File: src/design/gmf_pkg.sv
// Shared types and constants for the group membership fan-out table.
// Used by gmf_front, gmf_queue, gmf_back and the top level.
package gmf_pkg;

  localparam int unsigned MemberSlots    = 6;
  localparam int unsigned MaxResults     = 30;
  localparam int unsigned GroupSlotsDef  = 8;
  localparam int unsigned ClientSlotsDef = 8;
  localparam int unsigned QueueDepth     = 2;

  typedef enum logic [2:0] {
    CMD_CREATE   = 3'd0,
    CMD_JOIN     = 3'd1,
    CMD_SEND     = 3'd2,
    CMD_LIST_ALL = 3'd3,
    CMD_LIST_OWN = 3'd4
  } cmd_e;

  typedef enum logic [2:0] {
    OP_BAD_CLIENT,
    OP_NO_GROUP,
    OP_CREATE,
    OP_JOIN,
    OP_SEND_ONE,
    OP_SEND_ALL,
    OP_LIST_ALL,
    OP_LIST_OWN
  } op_e;

  typedef enum logic [2:0] {
    ST_OK      = 3'd0,
    ST_EXISTS  = 3'd1,
    ST_NO_GRP  = 3'd2,
    ST_MEMBER  = 3'd3,
    ST_FULL    = 3'd4,
    ST_EMPTY   = 3'd5,
    ST_UNKNOWN = 3'd6
  } status_e;

  typedef enum logic [1:0] {
    KIND_STATUS   = 2'd0,
    KIND_DELIVERY = 2'd1,
    KIND_LIST     = 2'd2
  } kind_e;

  typedef struct packed {
    op_e         op;
    logic [15:0] cid;
    logic [15:0] gid;
  } item_t;

  typedef struct packed {
    status_e     status;
    kind_e       kind;
    logic [15:0] member;
    logic [15:0] grp;
  } result_t;

endpackage

File: src/design/gmf_front.sv
// Front end: classifies an incoming command into a back-end operation.
// Depends on gmf_pkg.
module gmf_front (
  input  logic           accept_i,
  input  logic [2:0]     cmd_i,
  input  logic [15:0]    client_id_i,
  input  logic [15:0]    group_id_i,
  output logic           push_o,
  output gmf_pkg::item_t item_o
);
  import gmf_pkg::*;

  always_comb begin
    push_o     = accept_i;
    item_o.cid = client_id_i;
    item_o.gid = group_id_i;
    item_o.op  = OP_BAD_CLIENT;
    unique case (cmd_i)
      CMD_CREATE, CMD_JOIN: begin
        if (group_id_i == 16'd0) item_o.op = OP_NO_GROUP;
        else if (cmd_i == CMD_CREATE) item_o.op = OP_CREATE;
        else item_o.op = OP_JOIN;
      end
      CMD_SEND: begin
        item_o.op = (group_id_i == 16'd0) ? OP_SEND_ALL : OP_SEND_ONE;
      end
      CMD_LIST_ALL: item_o.op = OP_LIST_ALL;
      CMD_LIST_OWN: item_o.op = OP_LIST_OWN;
      default: push_o = 1'b0;
    endcase
    if (client_id_i == 16'd0) item_o.op = OP_BAD_CLIENT;
  end

endmodule

File: src/design/gmf_queue.sv
// Short queue of classified operations between front and back end.
// Depends on gmf_pkg.
module gmf_queue (
  input  logic           clk_i,
  input  logic           rst_ni,
  input  logic           push_i,
  input  gmf_pkg::item_t item_i,
  output logic           full_o,
  output logic           valid_o,
  input  logic           pop_i,
  output gmf_pkg::item_t item_o
);
  import gmf_pkg::*;

  localparam int unsigned PW = $clog2(QueueDepth);

  item_t           mem_q [QueueDepth];
  logic [PW-1:0]   wp_q, rp_q;
  logic [PW:0]     cnt_q;

  assign full_o  = cnt_q == (PW+1)'(QueueDepth);
  assign valid_o = cnt_q != '0;
  assign item_o  = mem_q[rp_q];

  always_ff @(posedge clk_i or negedge rst_ni) begin
    if (!rst_ni) begin
      wp_q  <= '0;
      rp_q  <= '0;
      cnt_q <= '0;
    end else begin
      if (push_i) wp_q <= (wp_q == PW'(QueueDepth - 1)) ? '0 : wp_q + 1'b1;
      if (pop_i)  rp_q <= (rp_q == PW'(QueueDepth - 1)) ? '0 : rp_q + 1'b1;
      if (push_i && !pop_i) cnt_q <= cnt_q + 1'b1;
      else if (!push_i && pop_i) cnt_q <= cnt_q - 1'b1;
    end
  end

  always_ff @(posedge clk_i) begin
    if (push_i) mem_q[wp_q] <= item_i;
  end

endmodule

File: src/design/gmf_back.sv
// Back end: holds the membership tables and executes one operation at a time.
// Depends on gmf_pkg.
module gmf_back #(
  parameter int unsigned GROUP_SLOTS  = gmf_pkg::GroupSlotsDef,
  parameter int unsigned CLIENT_SLOTS = gmf_pkg::ClientSlotsDef
) (
  input  logic           clk_i,
  input  logic           rst_ni,
  input  logic           valid_i,
  input  gmf_pkg::item_t item_i,
  output logic           pop_o,
  output logic           valid_o,
  output logic [2:0]     status_o,
  output logic [1:0]     kind_o,
  output logic [15:0]    member_id_o,
  output logic [15:0]    group_id_out_o,
  output logic           last_o
);
  import gmf_pkg::*;

  localparam int unsigned GW  = $clog2(GROUP_SLOTS);
  localparam int unsigned CW  = $clog2(CLIENT_SLOTS);
  localparam int unsigned GAW = $clog2(GROUP_SLOTS * MemberSlots);
  localparam int unsigned CAW = $clog2(CLIENT_SLOTS * MemberSlots);
  localparam int unsigned MW  = $clog2(MemberSlots + 1);
  localparam int unsigned NW  = $clog2(MaxResults + 1);

  typedef enum logic [3:0] {
    S_IDLE, S_DECODE, S_JRD, S_JCMP, S_JADD, S_FRD, S_FCMP,
    S_SARD, S_SACMP, S_LA, S_LORD, S_LOCMP, S_FIN
  } state_e;

  state_e        state_q;
  op_e           op_q;
  logic [15:0]   cid_q, gid_q, sg_q;
  logic [GW-1:0] g_q, la_q;
  logic [CW-1:0] c_q;
  logic [MW-1:0] idx_q, cnt_q, j_q, ccnt_lat_q;
  status_e       st_q;
  logic [NW-1:0] n_q;
  result_t       pend_q;
  logic          pend_v_q;

  logic [15:0]   gid_tab_q [GROUP_SLOTS];
  logic [MW-1:0] gcnt_q    [GROUP_SLOTS];
  logic [15:0]   cid_tab_q [CLIENT_SLOTS];
  logic [MW-1:0] ccnt_q    [CLIENT_SLOTS];
  logic [15:0]   gmem [GROUP_SLOTS * MemberSlots];
  logic [15:0]   cmem [CLIENT_SLOTS * MemberSlots];
  logic [15:0]   gmem_rd_q, cmem_rd_q;

  logic [15:0]   gkey;
  logic          g_hit, g_free, c_hit, c_free, c_ok, create_ok, join_ok;
  logic [GW-1:0] g_idx, gf_idx;
  logic [CW-1:0] c_idx, cf_idx, c_sel;
  logic [MW-1:0] g_cnt, c_cnt;
  logic          gm_we, cm_we, gm_re, cm_re;
  logic [GAW-1:0] gm_wa, gm_ra;
  logic [CAW-1:0] cm_wa, cm_ra;
  logic          emit_v;
  result_t       emit_r;

  always_comb begin
    gkey   = (state_q == S_SACMP) ? cmem_rd_q : gid_q;
    g_hit  = 1'b0;
    g_idx  = '0;
    g_free = 1'b0;
    gf_idx = '0;
    for (int i = GROUP_SLOTS - 1; i >= 0; i--) begin
      if (gkey != 16'd0 && gid_tab_q[i] == gkey) begin
        g_hit = 1'b1;
        g_idx = GW'(i);
      end
      if (gid_tab_q[i] == 16'd0) begin
        g_free = 1'b1;
        gf_idx = GW'(i);
      end
    end
    c_hit  = 1'b0;
    c_idx  = '0;
    c_free = 1'b0;
    cf_idx = '0;
    for (int i = CLIENT_SLOTS - 1; i >= 0; i--) begin
      if (cid_tab_q[i] == cid_q) begin
        c_hit = 1'b1;
        c_idx = CW'(i);
      end
      if (cid_tab_q[i] == 16'd0) begin
        c_free = 1'b1;
        cf_idx = CW'(i);
      end
    end
  end

  assign g_cnt = gcnt_q[g_idx];
  assign c_sel = c_hit ? c_idx : cf_idx;
  assign c_cnt = ccnt_q[c_sel];
  assign c_ok  = c_hit ? (c_cnt < MW'(MemberSlots)) : c_free;

  assign create_ok = state_q == S_DECODE && op_q == OP_CREATE && !g_hit && g_free && c_ok;
  assign join_ok   = state_q == S_JADD && c_ok && cnt_q < MW'(MemberSlots);

  assign gm_we = create_ok || join_ok;
  assign gm_wa = create_ok ? GAW'(gf_idx) * GAW'(MemberSlots)
                           : GAW'(g_q) * GAW'(MemberSlots) + GAW'(cnt_q);
  assign gm_re = state_q == S_JRD || state_q == S_FRD;
  assign gm_ra = GAW'(g_q) * GAW'(MemberSlots) + GAW'(idx_q);
  assign cm_we = gm_we;
  assign cm_wa = CAW'(c_sel) * CAW'(MemberSlots) + CAW'(c_cnt);
  assign cm_re = state_q == S_SARD || state_q == S_LORD;
  assign cm_ra = CAW'(c_q) * CAW'(MemberSlots) + CAW'(j_q);

  always_ff @(posedge clk_i) begin
    if (gm_we) gmem[gm_wa] <= cid_q;
    if (gm_re && idx_q < cnt_q) gmem_rd_q <= gmem[gm_ra];
  end

  always_ff @(posedge clk_i) begin
    if (cm_we) cmem[cm_wa] <= gid_q;
    if (cm_re && j_q < ccnt_lat_q) cmem_rd_q <= cmem[cm_ra];
  end

  always_comb begin
    emit_v = 1'b0;
    emit_r = '{status: ST_OK, kind: KIND_LIST, member: 16'd0, grp: 16'd0};
    unique case (state_q)
      S_FCMP: begin
        emit_v = gmem_rd_q != cid_q;
        emit_r = '{status: ST_OK, kind: KIND_DELIVERY, member: gmem_rd_q, grp: sg_q};
      end
      S_LA: begin
        emit_v     = gid_tab_q[la_q] != 16'd0;
        emit_r.grp = gid_tab_q[la_q];
      end
      S_LOCMP: begin
        emit_v     = 1'b1;
        emit_r.grp = cmem_rd_q;
      end
      default: emit_v = 1'b0;
    endcase
  end

  assign pop_o = state_q == S_IDLE && valid_i;

  always_ff @(posedge clk_i or negedge rst_ni) begin
    if (!rst_ni) begin
      state_q        <= S_IDLE;
      op_q           <= OP_BAD_CLIENT;
      cid_q          <= '0;
      gid_q          <= '0;
      sg_q           <= '0;
      g_q            <= '0;
      la_q           <= '0;
      c_q            <= '0;
      idx_q          <= '0;
      cnt_q          <= '0;
      j_q            <= '0;
      ccnt_lat_q     <= '0;
      st_q           <= ST_OK;
      n_q            <= '0;
      pend_q         <= '0;
      pend_v_q       <= 1'b0;
      valid_o        <= 1'b0;
      status_o       <= '0;
      kind_o         <= '0;
      member_id_o    <= '0;
      group_id_out_o <= '0;
      last_o         <= 1'b0;
      for (int i = 0; i < GROUP_SLOTS; i++) begin
        gid_tab_q[i] <= '0;
        gcnt_q[i]    <= '0;
      end
      for (int i = 0; i < CLIENT_SLOTS; i++) begin
        cid_tab_q[i] <= '0;
        ccnt_q[i]    <= '0;
      end
    end else begin
      valid_o <= 1'b0;
      last_o  <= 1'b0;

      if (emit_v && n_q < NW'(MaxResults)) begin
        if (pend_v_q) begin
          valid_o        <= 1'b1;
          status_o       <= pend_q.status;
          kind_o         <= pend_q.kind;
          member_id_o    <= pend_q.member;
          group_id_out_o <= pend_q.grp;
        end
        pend_q   <= emit_r;
        pend_v_q <= 1'b1;
        n_q      <= n_q + 1'b1;
      end

      if (gm_we) begin
        if (create_ok) begin
          gid_tab_q[gf_idx] <= gid_q;
          gcnt_q[gf_idx]    <= MW'(1);
        end else begin
          gcnt_q[g_q] <= cnt_q + 1'b1;
        end
        cid_tab_q[c_sel] <= cid_q;
        ccnt_q[c_sel]    <= c_cnt + 1'b1;
      end

      unique case (state_q)
        S_IDLE: begin
          if (valid_i) begin
            op_q    <= item_i.op;
            cid_q   <= item_i.cid;
            gid_q   <= item_i.gid;
            state_q <= S_DECODE;
          end
        end
        S_DECODE: begin
          state_q <= S_FIN;
          idx_q   <= '0;
          j_q     <= '0;
          la_q    <= '0;
          st_q    <= ST_EMPTY;
          g_q     <= g_idx;
          cnt_q   <= g_cnt;
          sg_q    <= gid_q;
          c_q     <= c_idx;
          ccnt_lat_q <= c_cnt;
          unique case (op_q)
            OP_BAD_CLIENT: st_q <= ST_UNKNOWN;
            OP_NO_GROUP:   st_q <= ST_NO_GRP;
            OP_CREATE: begin
              if (g_hit) st_q <= ST_EXISTS;
              else if (create_ok) st_q <= ST_OK;
              else st_q <= ST_FULL;
            end
            OP_JOIN: begin
              if (!g_hit) st_q <= ST_NO_GRP;
              else state_q <= S_JRD;
            end
            OP_SEND_ONE: begin
              if (!g_hit) st_q <= ST_NO_GRP;
              else state_q <= S_FRD;
            end
            OP_SEND_ALL: begin
              if (!c_hit) st_q <= ST_UNKNOWN;
              else state_q <= S_SARD;
            end
            OP_LIST_ALL: state_q <= S_LA;
            OP_LIST_OWN: begin
              if (!c_hit) st_q <= ST_UNKNOWN;
              else state_q <= S_LORD;
            end
            default: state_q <= S_FIN;
          endcase
        end
        S_JRD: state_q <= (idx_q >= cnt_q) ? S_JADD : S_JCMP;
        S_JCMP: begin
          if (gmem_rd_q == cid_q) begin
            st_q    <= ST_MEMBER;
            state_q <= S_FIN;
          end else begin
            idx_q   <= idx_q + 1'b1;
            state_q <= S_JRD;
          end
        end
        S_JADD: begin
          st_q    <= join_ok ? ST_OK : ST_FULL;
          state_q <= S_FIN;
        end
        S_FRD: begin
          if (idx_q >= cnt_q) begin
            if (op_q == OP_SEND_ALL) begin
              j_q     <= j_q + 1'b1;
              state_q <= S_SARD;
            end else begin
              state_q <= S_FIN;
            end
          end else begin
            state_q <= S_FCMP;
          end
        end
        S_FCMP: begin
          idx_q   <= idx_q + 1'b1;
          state_q <= S_FRD;
        end
        S_SARD: state_q <= (j_q >= ccnt_lat_q) ? S_FIN : S_SACMP;
        S_SACMP: begin
          if (g_hit) begin
            g_q     <= g_idx;
            cnt_q   <= g_cnt;
            sg_q    <= cmem_rd_q;
            idx_q   <= '0;
            state_q <= S_FRD;
          end else begin
            j_q     <= j_q + 1'b1;
            state_q <= S_SARD;
          end
        end
        S_LA: begin
          if (la_q == GW'(GROUP_SLOTS - 1)) state_q <= S_FIN;
          else la_q <= la_q + 1'b1;
        end
        S_LORD: state_q <= (j_q >= ccnt_lat_q) ? S_FIN : S_LOCMP;
        S_LOCMP: begin
          j_q     <= j_q + 1'b1;
          state_q <= S_LORD;
        end
        S_FIN: begin
          valid_o <= 1'b1;
          last_o  <= 1'b1;
          if (pend_v_q) begin
            status_o       <= pend_q.status;
            kind_o         <= pend_q.kind;
            member_id_o    <= pend_q.member;
            group_id_out_o <= pend_q.grp;
          end else begin
            status_o       <= st_q;
            kind_o         <= KIND_STATUS;
            member_id_o    <= '0;
            group_id_out_o <= gid_q;
          end
          pend_v_q <= 1'b0;
          n_q      <= '0;
          state_q  <= S_IDLE;
        end
        default: state_q <= S_IDLE;
      endcase
    end
  end

endmodule

File: src/design/group_membership_fanout_table_top.sv
// Top level of the group membership fan-out table.
// Depends on gmf_pkg, gmf_front, gmf_queue and gmf_back.
//
// Usage: drive cmd_i, client_id_i and group_id_i with start high; the command
// is transferred at a clock edge where start is high and busy is low. busy is
// high only while the two-entry command queue is full.
// Results leave on status_o, kind_o, member_id_o, group_id_out_o and last_o,
// each valid for exactly one cycle while valid_o is high; last_o marks the
// final result of a command. Every command except codes 5 to 7 gives at least
// one result; at most 30 results are given per command.
// Commands are executed one at a time by the back-end sequencer. Join first
// scans the existing members of the group; send reads each member of the
// target group, and a send to all groups first looks up each of the client's
// groups; list all walks every group slot; list own reads each listed group.
// Member lists sit in single-port memories read once per cycle. List all
// results stream at one per cycle; all other results stream more slowly, with
// a memory read state between two results.
// Reset clears all group and client tables and the queue at once.
// The receiver cannot stall; results are never held back.
module group_membership_fanout_table_top #(
  parameter int unsigned GROUP_SLOTS  = gmf_pkg::GroupSlotsDef,
  parameter int unsigned CLIENT_SLOTS = gmf_pkg::ClientSlotsDef
) (
  input  logic        clk_i,
  input  logic        rst_ni,
  input  logic        start,
  output logic        busy,
  input  logic [2:0]  cmd_i,
  input  logic [15:0] client_id_i,
  input  logic [15:0] group_id_i,
  output logic        valid_o,
  output logic [2:0]  status_o,
  output logic [1:0]  kind_o,
  output logic [15:0] member_id_o,
  output logic [15:0] group_id_out_o,
  output logic        last_o
);
  import gmf_pkg::*;

  logic  push, q_valid, pop, q_full;
  item_t front_item, q_item;

  assign busy = q_full;

  gmf_front u_front (
    .accept_i    (start && !q_full),
    .cmd_i       (cmd_i),
    .client_id_i (client_id_i),
    .group_id_i  (group_id_i),
    .push_o      (push),
    .item_o      (front_item)
  );

  gmf_queue u_queue (
    .clk_i   (clk_i),
    .rst_ni  (rst_ni),
    .push_i  (push),
    .item_i  (front_item),
    .full_o  (q_full),
    .valid_o (q_valid),
    .pop_i   (pop),
    .item_o  (q_item)
  );

  gmf_back #(
    .GROUP_SLOTS  (GROUP_SLOTS),
    .CLIENT_SLOTS (CLIENT_SLOTS)
  ) u_back (
    .clk_i          (clk_i),
    .rst_ni         (rst_ni),
    .valid_i        (q_valid),
    .item_i         (q_item),
    .pop_o          (pop),
    .valid_o        (valid_o),
    .status_o       (status_o),
    .kind_o         (kind_o),
    .member_id_o    (member_id_o),
    .group_id_out_o (group_id_out_o),
    .last_o         (last_o)
  );

endmodule

File: config.mk
export PLATFORM = sky130hd
export DESIGN_NAME = group_membership_fanout_table_top
export DESIGN_NICKNAME = d
export VERILOG_FILES = /design/src/design/gmf_pkg.sv /design/src/design/gmf_front.sv /design/src/design/gmf_queue.sv /design/src/design/gmf_back.sv /design/src/design/group_membership_fanout_table_top.sv
export SDC_FILE = /design/constraint.sdc
export NUM_CORES = 2
export LEC_CHECK = 0
export BUFFER_PORTS_ARGS = -buffer_cell sky130_fd_sc_hd__buf_2
export CAP_MARGIN = 25
export CORE_MARGIN = 2
export CORE_UTILIZATION = 50
export DETAILED_ROUTE_END_ITERATION = 10
export PLACE_DENSITY = 0.65
export SYNTH_ARGS = -nofsm -noshare
export SYNTH_HDL_FRONTEND = slang
export SYNTH_SLANG_ARGS = --single-unit
File: constraint.sdc
create_clock -name clk_i -period 12.7 [get_ports clk_i]
set_input_delay 1.27 -clock clk_i [delete_from_list [all_inputs] [get_ports clk_i]]
set_output_delay 1.27 -clock clk_i [all_outputs]
set_load 0.005 [all_outputs]
### Word-level counts from Yosys, hierarchy flattened

Memory sizes are Yosys's and may differ from the RTL's. A register that Yosys moved wholly into a read port is not among the register bits.
Index checks and enable logic that the tools add are counted.

| word-level totals | value |
|---|---|
| memories | 3 |
| register bits | 434 |
| memory bits (writable) | 1,606 |
| output and inout bits | 40 |

| operators by class | value |
|---|---|
| $add $sub $neg | 14 |
| reductions and logical operators | 77 |
| equality and inequality tests | 52 |
| multiply operators | 4 |
| $lt $le $gt $ge | 15 |
| muxes and demuxes | 171 |
| bitwise logic cells | 8 |

Memories:

| name | words | bits a word | rd ports | clocked after Yosys merged registers in | wr ports | RTL line | text |
|---|---|---|---|---|---|---|---|
| u_back.cmem | 48 | 16 | 1 | 1 | 1 | gmf_back.sv:49 | `logic [15:0] cmem [CLIENT_SLOTS * MemberSlots];` |
| u_back.gmem | 48 | 16 | 1 | 1 | 1 | gmf_back.sv:48 | `logic [15:0] gmem [GROUP_SLOTS * MemberSlots];` |
| u_queue.mem_q | 2 | 35 | 1 | 1 | 1 | gmf_queue.sv:17 | `item_t mem_q [QueueDepth];` |

Operators with widths:

| operator | count |
|---|---|
| 16-bit zero test | 18 |
| 16-bit == test | 17 |
| 128-bit bitwise mux | 2 |
| 16-bit 2-to-1 mux | 14 |
| 3-bit 2-to-1 mux | 63 |
| 16-bit demux with 3-bit select | 2 |
| 16-bit binary-select mux with 3-bit select | 1 |
| 24-bit bitwise mux | 2 |
| 1-bit 2-to-1 mux | 48 |
| 16-bit one-hot mux with 3 select lines | 1 |
| 4-bit one-hot mux with 12 select lines | 1 |
| 3-bit one-hot mux with 4 select lines | 3 |
| 4-bit 2-to-1 mux | 8 |
| 16-bit one-hot mux with 2 select lines | 1 |
| 16-bit nonzero test | 2 |
| 3-bit demux with 3-bit select | 3 |
| 6-bit by 3-bit adder with 6-bit output | 4 |
| 1-bit logical AND | 24 |
| 24-bit 2-to-1 mux | 1 |
| 4-bit == test, second input constant | 5 |
| 4-bit >= comparator, second input constant | 5 |
| 3-bit by 2-bit multiplier with 5-bit output, second input constant | 4 |
| 3-bit NOT with 4-bit output | 5 |
| 4-bit one-hot mux with 5 select lines | 1 |
| 44 further kinds | 106 |

### Depth between registers and ports, before layout

| logic depth | value |
|---|---|
| depth in word-level cells | 21 |
| gate-level depth with buffers | 19 |
| gate-level depth less buffers | 17 |

### Cells and area by module

Synthesis repeated with hierarchy kept, for this count alone.

| second synthesis, totals | value |
|---|---|
| cell total of the unflattened synthesis | 5,232 |
| area, all modules | 90,448.0 um^2 |

By module, submodules not included:

| module | times used | cells each | area an instance (um^2) |
|---|---|---|---|
| gmf_back | 1 | 5,051 | 87,187.4 |
| gmf_queue | 1 | 125 | 2,865.2 |
| gmf_front | 1 | 55 | 381.6 |
| group_membership_fanout_table_top | 1 | 1 | 13.8 |

### Worst setup path after synthesis

Ideal clock, no wire load.

| timing | value |
|---|---|
| kind | register -> register |
| from | reg u_back.cid_q[12] |
| to | mem u_back.cmem[18][0] (enable) |
| library setup time | 0.388 ns |
| period minus slack after synthesis | 5.978 ns |
| stages on the path, launching flop included | 19 |
| buffers on the path | 2 |
| data arrival time | 5.590 ns |
| data required time | 12.312 ns |
| setup slack | 6.722 ns |
| cell sequence | dfrtp_1 > buf_2 > xnor2_1 > nand4_1 > nor4_4 > nor2_1 > a222oi_1 > nand2_1 > buf_1 > mux2i_1 > mux2i_1 > mux2_2 > ha_1 > inv_1 > fa_1 > nor3b_1 > xor2_1 > nand4_1 > nor2_1 |

| between the ends | value |
|---|---|
| word-level cells in the longest chain between the ends | 21 |
| elaborated cells on any way between the ends | 39 |
| classes of those cells | add/sub (1); mul (1); order compare (1); eq/ne (8); mux (23); bitwise (1); reduce/logical (4) |

Ends and longest elaborated chain:

| what | RTL line | text |
|---|---|---|
| start: declaration | gmf_back.sv:35 | `logic [15:0] cid_q, gid_q, sg_q;` |
| start signal: assignment | gmf_back.sv:209 | `cid_q <= item_i.cid;` |
| 16-bit == test | gmf_back.sv:84 | `if (cid_tab_q[i] == cid_q) begin` |
| 3-bit 2-to-1 mux or 1-bit 2-to-1 mux (tied branches) (8 in a row) | gmf_back.sv:84 |  |
| 3-bit 2-to-1 mux (*) | gmf_back.sv:96 | `assign c_sel = c_hit ? c_idx : cf_idx;` |
| 3-bit NOT with 4-bit output (not written as such) (*) | gmf_back.sv:97 | `assign c_cnt = ccnt_q[c_sel];` |
| 3-bit binary-select mux with 3-bit select (*) | gmf_back.sv:97 |  |
| 3-bit 2-to-1 mux (not written as such) (*) (2 in a row) | gmf_back.sv:97 |  |
| named net u_back.c_cnt[1] | gmf_back.sv:56 | `logic [MW-1:0] g_cnt, c_cnt;` |
| 3-bit less-than comparator | gmf_back.sv:98 | `assign c_ok = c_hit ? (c_cnt < MW'(MemberSlots)) : c_free;` |
| 1-bit 2-to-1 mux | gmf_back.sv:98 |  |
| 1-bit logical AND (2 in a row) | gmf_back.sv:101 | `assign join_ok = state_q == S_JADD && c_ok && cnt_q < MW'(MemberSlots);` |
| 1-bit logical OR | gmf_back.sv:103 | `assign gm_we = create_ok \|\| join_ok;` |
| 1-bit 2-to-1 mux | gmf_back.sv:119 | `if (cm_we) cmem[cm_wa] <= gid_q;` |
| 1-bit 2-to-1 mux (not written as such) | gmf_back.sv:119 |  |
| end: declaration | gmf_back.sv:49 |  |

Mark *: on every way through the listed nets, which the timed path passes. The rest lies on a longest branch. The select of a mux whose other input is x is not followed.

### Final worst setup path

| timing | value |
|---|---|
| from | reg u_back.state_q[3] |
| to | mem u_back.cmem[38][13] (enable) |

| between the ends | value |
|---|---|
| word-level cells in the longest chain between the ends | 19 |
| elaborated cells on any way between the ends | 39 |
| classes of those cells | eq/ne (11); mux (11); reduce/logical (17) |

Ends and longest elaborated chain:

| what | RTL line | text |
|---|---|---|
| start: declaration | gmf_back.sv:33 | `state_e state_q;` |
| start signal: assignment | gmf_back.sv:253 | `S_JRD: state_q <= (idx_q >= cnt_q) ? S_JADD : S_JCMP;` |
| start signal: assignment | gmf_back.sv:283 | `S_SARD: state_q <= (j_q >= ccnt_lat_q) ? S_FIN : S_SACMP;` |
| start signal: assignment | gmf_back.sv:300 | `S_LORD: state_q <= (j_q >= ccnt_lat_q) ? S_FIN : S_LOCMP;` |
| 4-bit == test | gmf_back.sv:64 | `gkey = (state_q == S_SACMP) ? cmem_rd_q : gid_q;` |
| 16-bit 2-to-1 mux | gmf_back.sv:64 |  |
| 16-bit == test or 16-bit nonzero test (tied branches) | gmf_back.sv:70 | `if (gkey != 16'd0 && gid_tab_q[i] == gkey) begin` |
| 1-bit logical AND | gmf_back.sv:70 |  |
| 1-bit 2-to-1 mux (8 in a row) | gmf_back.sv:70 |  |
| 1-bit zero test | gmf_back.sv:100 | `assign create_ok = state_q == S_DECODE && op_q == OP_CREATE && !g_hit && g_free && c_ok;` |
| 1-bit logical AND (3 in a row) | gmf_back.sv:100 |  |
| 1-bit logical OR (*) | gmf_back.sv:103 |  |
| 1-bit 2-to-1 mux (*) | gmf_back.sv:119 |  |
| 1-bit 2-to-1 mux (not written as such) (*) | gmf_back.sv:119 |  |

Mark *: on every way between the ends. The rest lies on a longest branch, timed or not.

==> results.yml <==
setup_path:
  crit_path_end_kind: "flip-flop"
  crit_path_max_fanout: 48
  crit_type: "flip-flop to flip-flop"
  worstPathArrival_ns: 7.98
  worstPathRequired_ns: 13.28
  cp-start-kind: "flip-flop"
clock_tree:
  postCtsSetupBuffers: 0
  cts.hold.buffers_added: 0
  path_clk_slew_ns: 0.06
  cts_tree: "yes"
  root_buffer: "clkbuf_16"
  post_cts_resized: 0
  htree_levels: 4
  cts_made_buffers: 212
  clk_latency_ns: 0.88
  cts.path.max_buffers: 3
  cts_sinks: 2104
placement:
  dp_slack_ns: 5.52
  port_buffers: 77
  globalplace.congestion: 1.00
  dp_hpwl_mm: 155
synthesis:
  avgSynthCellArea_sq_um: 17.3
  synth_top_area_cell: "edfxtp_1"
  synthArstFlopShare_pct: 22.1
  yosysUniqueCellTypes: 87
  yosysSeqAreaShare_pct: 67.9
  synth_area_leaders: "edfxtp_1 (55%), dfrtp_1 (13%), mux4_2 (13%), mux2_2 (2.9%), mux2i_1 (1.7%)"
  syn_area_sq_um: 89600
  ys.flop_type: "edfxtp_1"
  ys_ff_latch: 2104
  syn_inst: 5194
  syn_nets: 5283
  synth_top_area_share_pct: 54.9
  synth-edff-count: 1638
  yosys_warnings: 0
die:
  die_width_um: 427
  initial_core_util_pct: 50.3
  rows: 155
  die_area_sq_um: 183000
  die_h_um: 427
  pin_count: 78
  core_sq_um: 178000
sta:
  worst_slack_ns: 5.30
  grt_setup_unrepaired: "false"
  hold_slack_ns: 0.361
  period_needed_ns: 7.40
  timing.final.hold_violations: 0
  fin_crit_sh_pct: 58.3
  setup_violations: 0
  skew_ns: 0.0610
  drv_slew: 0
  fmax_mhz: 135
  worstMarginPinSlew_ns: 1.13
  fin_setup_tns_ns: 0
  max_slew_margin_pct: 24.6
power_and_ir_drop:
  irDropWorstVdd_v: 0.000227
  leakagePower_nw: 34.9
  p_per_area_nw_per_um2: 236
grt:
  grt_pass1_vias: 50200
  grtUsageTotal_pct: 27.6
  overflow: 0
  antenna_found_initial: 11
  grt_max_degree: 141
  grt_pass1_wl_mm: 361
finish:
  area_growth_pct: 12.3
  drive_gt1_share_pct: 25.7
  n_fill_cell: 13500
  final_common_cell: "edfxtp_1"
  nets: 5470
  layout_common_cells: "edfxtp_1 (1638), mux4_2 (513), dfrtp_1 (429)"
  ff_latch_area_sq_um: 60900
  multi_input_area_sq_um: 27300
routing:
  viasPerCell: 6.31
  wl_met2_mm: 120
  totalWireLength_mm: 250
  wl_met3_mm: 16.9
  dr.pass1.iters: 11
  met1_length_mm: 97.8
  wire_per_inst_um: 31.5
  vias: 50200
  route.detailed.drc: 0
  antenna_left: 0
  drtIter0Drc: 6226
  highest_layer: "met5"
min_path:
  hold_class: "input port to asynchronous set/reset pin"
run_status:
  status: "complete, no violations"
job:
  cap_violations: 0
-- worst paths after layout --
path	to	depth (start not counted)	startpoint	slack, ns
worst max register to register	u_back.cmem[38][13]	15	u_back.state_q[3]	5.30
worst min register to register	u_back.group_id_out_o[6]	2	u_back.group_id_out_o[6]	0.49
worst max-delay path	u_back.cmem[38][13]	15	u_back.state_q[3]	5.30
min in group clk_i	u_back.group_id_out_o[6]	2	u_back.group_id_out_o[6]	0.49
max in group asynchronous	u_back.gid_tab_q[112]	4	rst_ni	9.43
worst min-delay path	u_back.group_id_out_o[0]	1	rst_ni	0.36
-- metal layers --
layer,vias up,GRT usage [%]
met2,2231,44.2
met1,26400,36.7
met4,2,15.3
met5,-,0
met3,640,3.96
li1,20900,-
-- cell usage after synthesis, types with 11 or more instances --
cell         n
nor3_1      46
nand3_1     40
nand3b_1    16
a22o_1      25
nand2b_1    29
nand4_1     66
buf_2       41
ha_1        43
inv_1      112
o22ai_1     12
o221ai_1    14
a21oi_1     85
clkbuf_1   197
xor2_1     142
mux2i_1    153
edfxtp_1  1638
buf_1       56
dfrtp_1    466
and4_1      11
and3_1      12
mux4_2     513
xnor2_1    147
mux2_1      15
a221oi_1    33
mux2_2     234
a222oi_1    16
nor2b_1     29
nor2_1     219
nand2_1    258
o21ai_0    217
nor4_1     104
-- final cells by class --
class | count | share of cell area (%)
clock buffers | 275 | 5.70
flip-flops and latches | 2104 | 60.5
repair buffers | 281 | 1.97
well taps | 2355 | 2.93
inverters | 114 | 0.425
clock inverters | 118 | 1.32
diodes | 32 | 0.0795
multi-input cells | 2668 | 27.1
-- worst max-delay path: stages, from the launching register on --
cell      delay, ns
dfrtp_1        0.78
nor4b_4        0.34
buf_4          0.35
buf_4          0.57
mux2i_1        0.88
xor2_1         0.14
o211ai_1       0.16
or4_1          0.20
o31ai_1        0.13
o41a_1         0.48
buf_4          0.26
nand2b_2       0.29
a21oi_4        0.65
nand3_1        0.66
nor2_1         0.84
buf_4          0.31
-- report_power, final --
part	switching (W)	internal, W
registers	0.000839	0.00881
logic	0.00495	0.00285
clock network	0.00270	0.00363
-- through the flow --
stage	total power, W	cells	util [%]	cell area, sq um
final	0.0238	7947	56.5	101000
after global routing	0.0247	7947	56.5	101000
after detailed placement	0.0175	7520	52.5	93500
after global placement	0.0174	7516	52.4	93400
after floorplan	0.0145	5194	-	89600
after CTS	0.0238	7913	56.4	101000
-- cells by family after synthesis --
group,share of synthesized area [%]
flip-flops,67.9
AND/OR/NAND/NOR,5.15
adder cells (fa/ha/maj),0.779
XOR/XNOR,2.82
buffers and inverters,1.92
multiplexers,17.7
AO/OA/AOI/OAI,3.71
-- registers in the layout (all words and copies together), names as in the netlist, 4 cells and up --
name and cells:
u_back.gid_tab_q 128, u_queue.mem_q 70, u_back.gcnt_q 24, u_back.group_id_out_o 16, u_back.cmem_rd_q 16, u_back.cid_tab_q 128
u_back.pend_q 34, u_back.cmem 768, u_back.n_q 5, u_back.state_q 4, u_back.member_id_o 16, u_back.sg_q 16
u_back.gid_q 16, u_back.gmem 768, u_back.cid_q 16, u_back.gmem_rd_q 16, u_back.ccnt_q 24
Power figures use the tool's default switching activity.
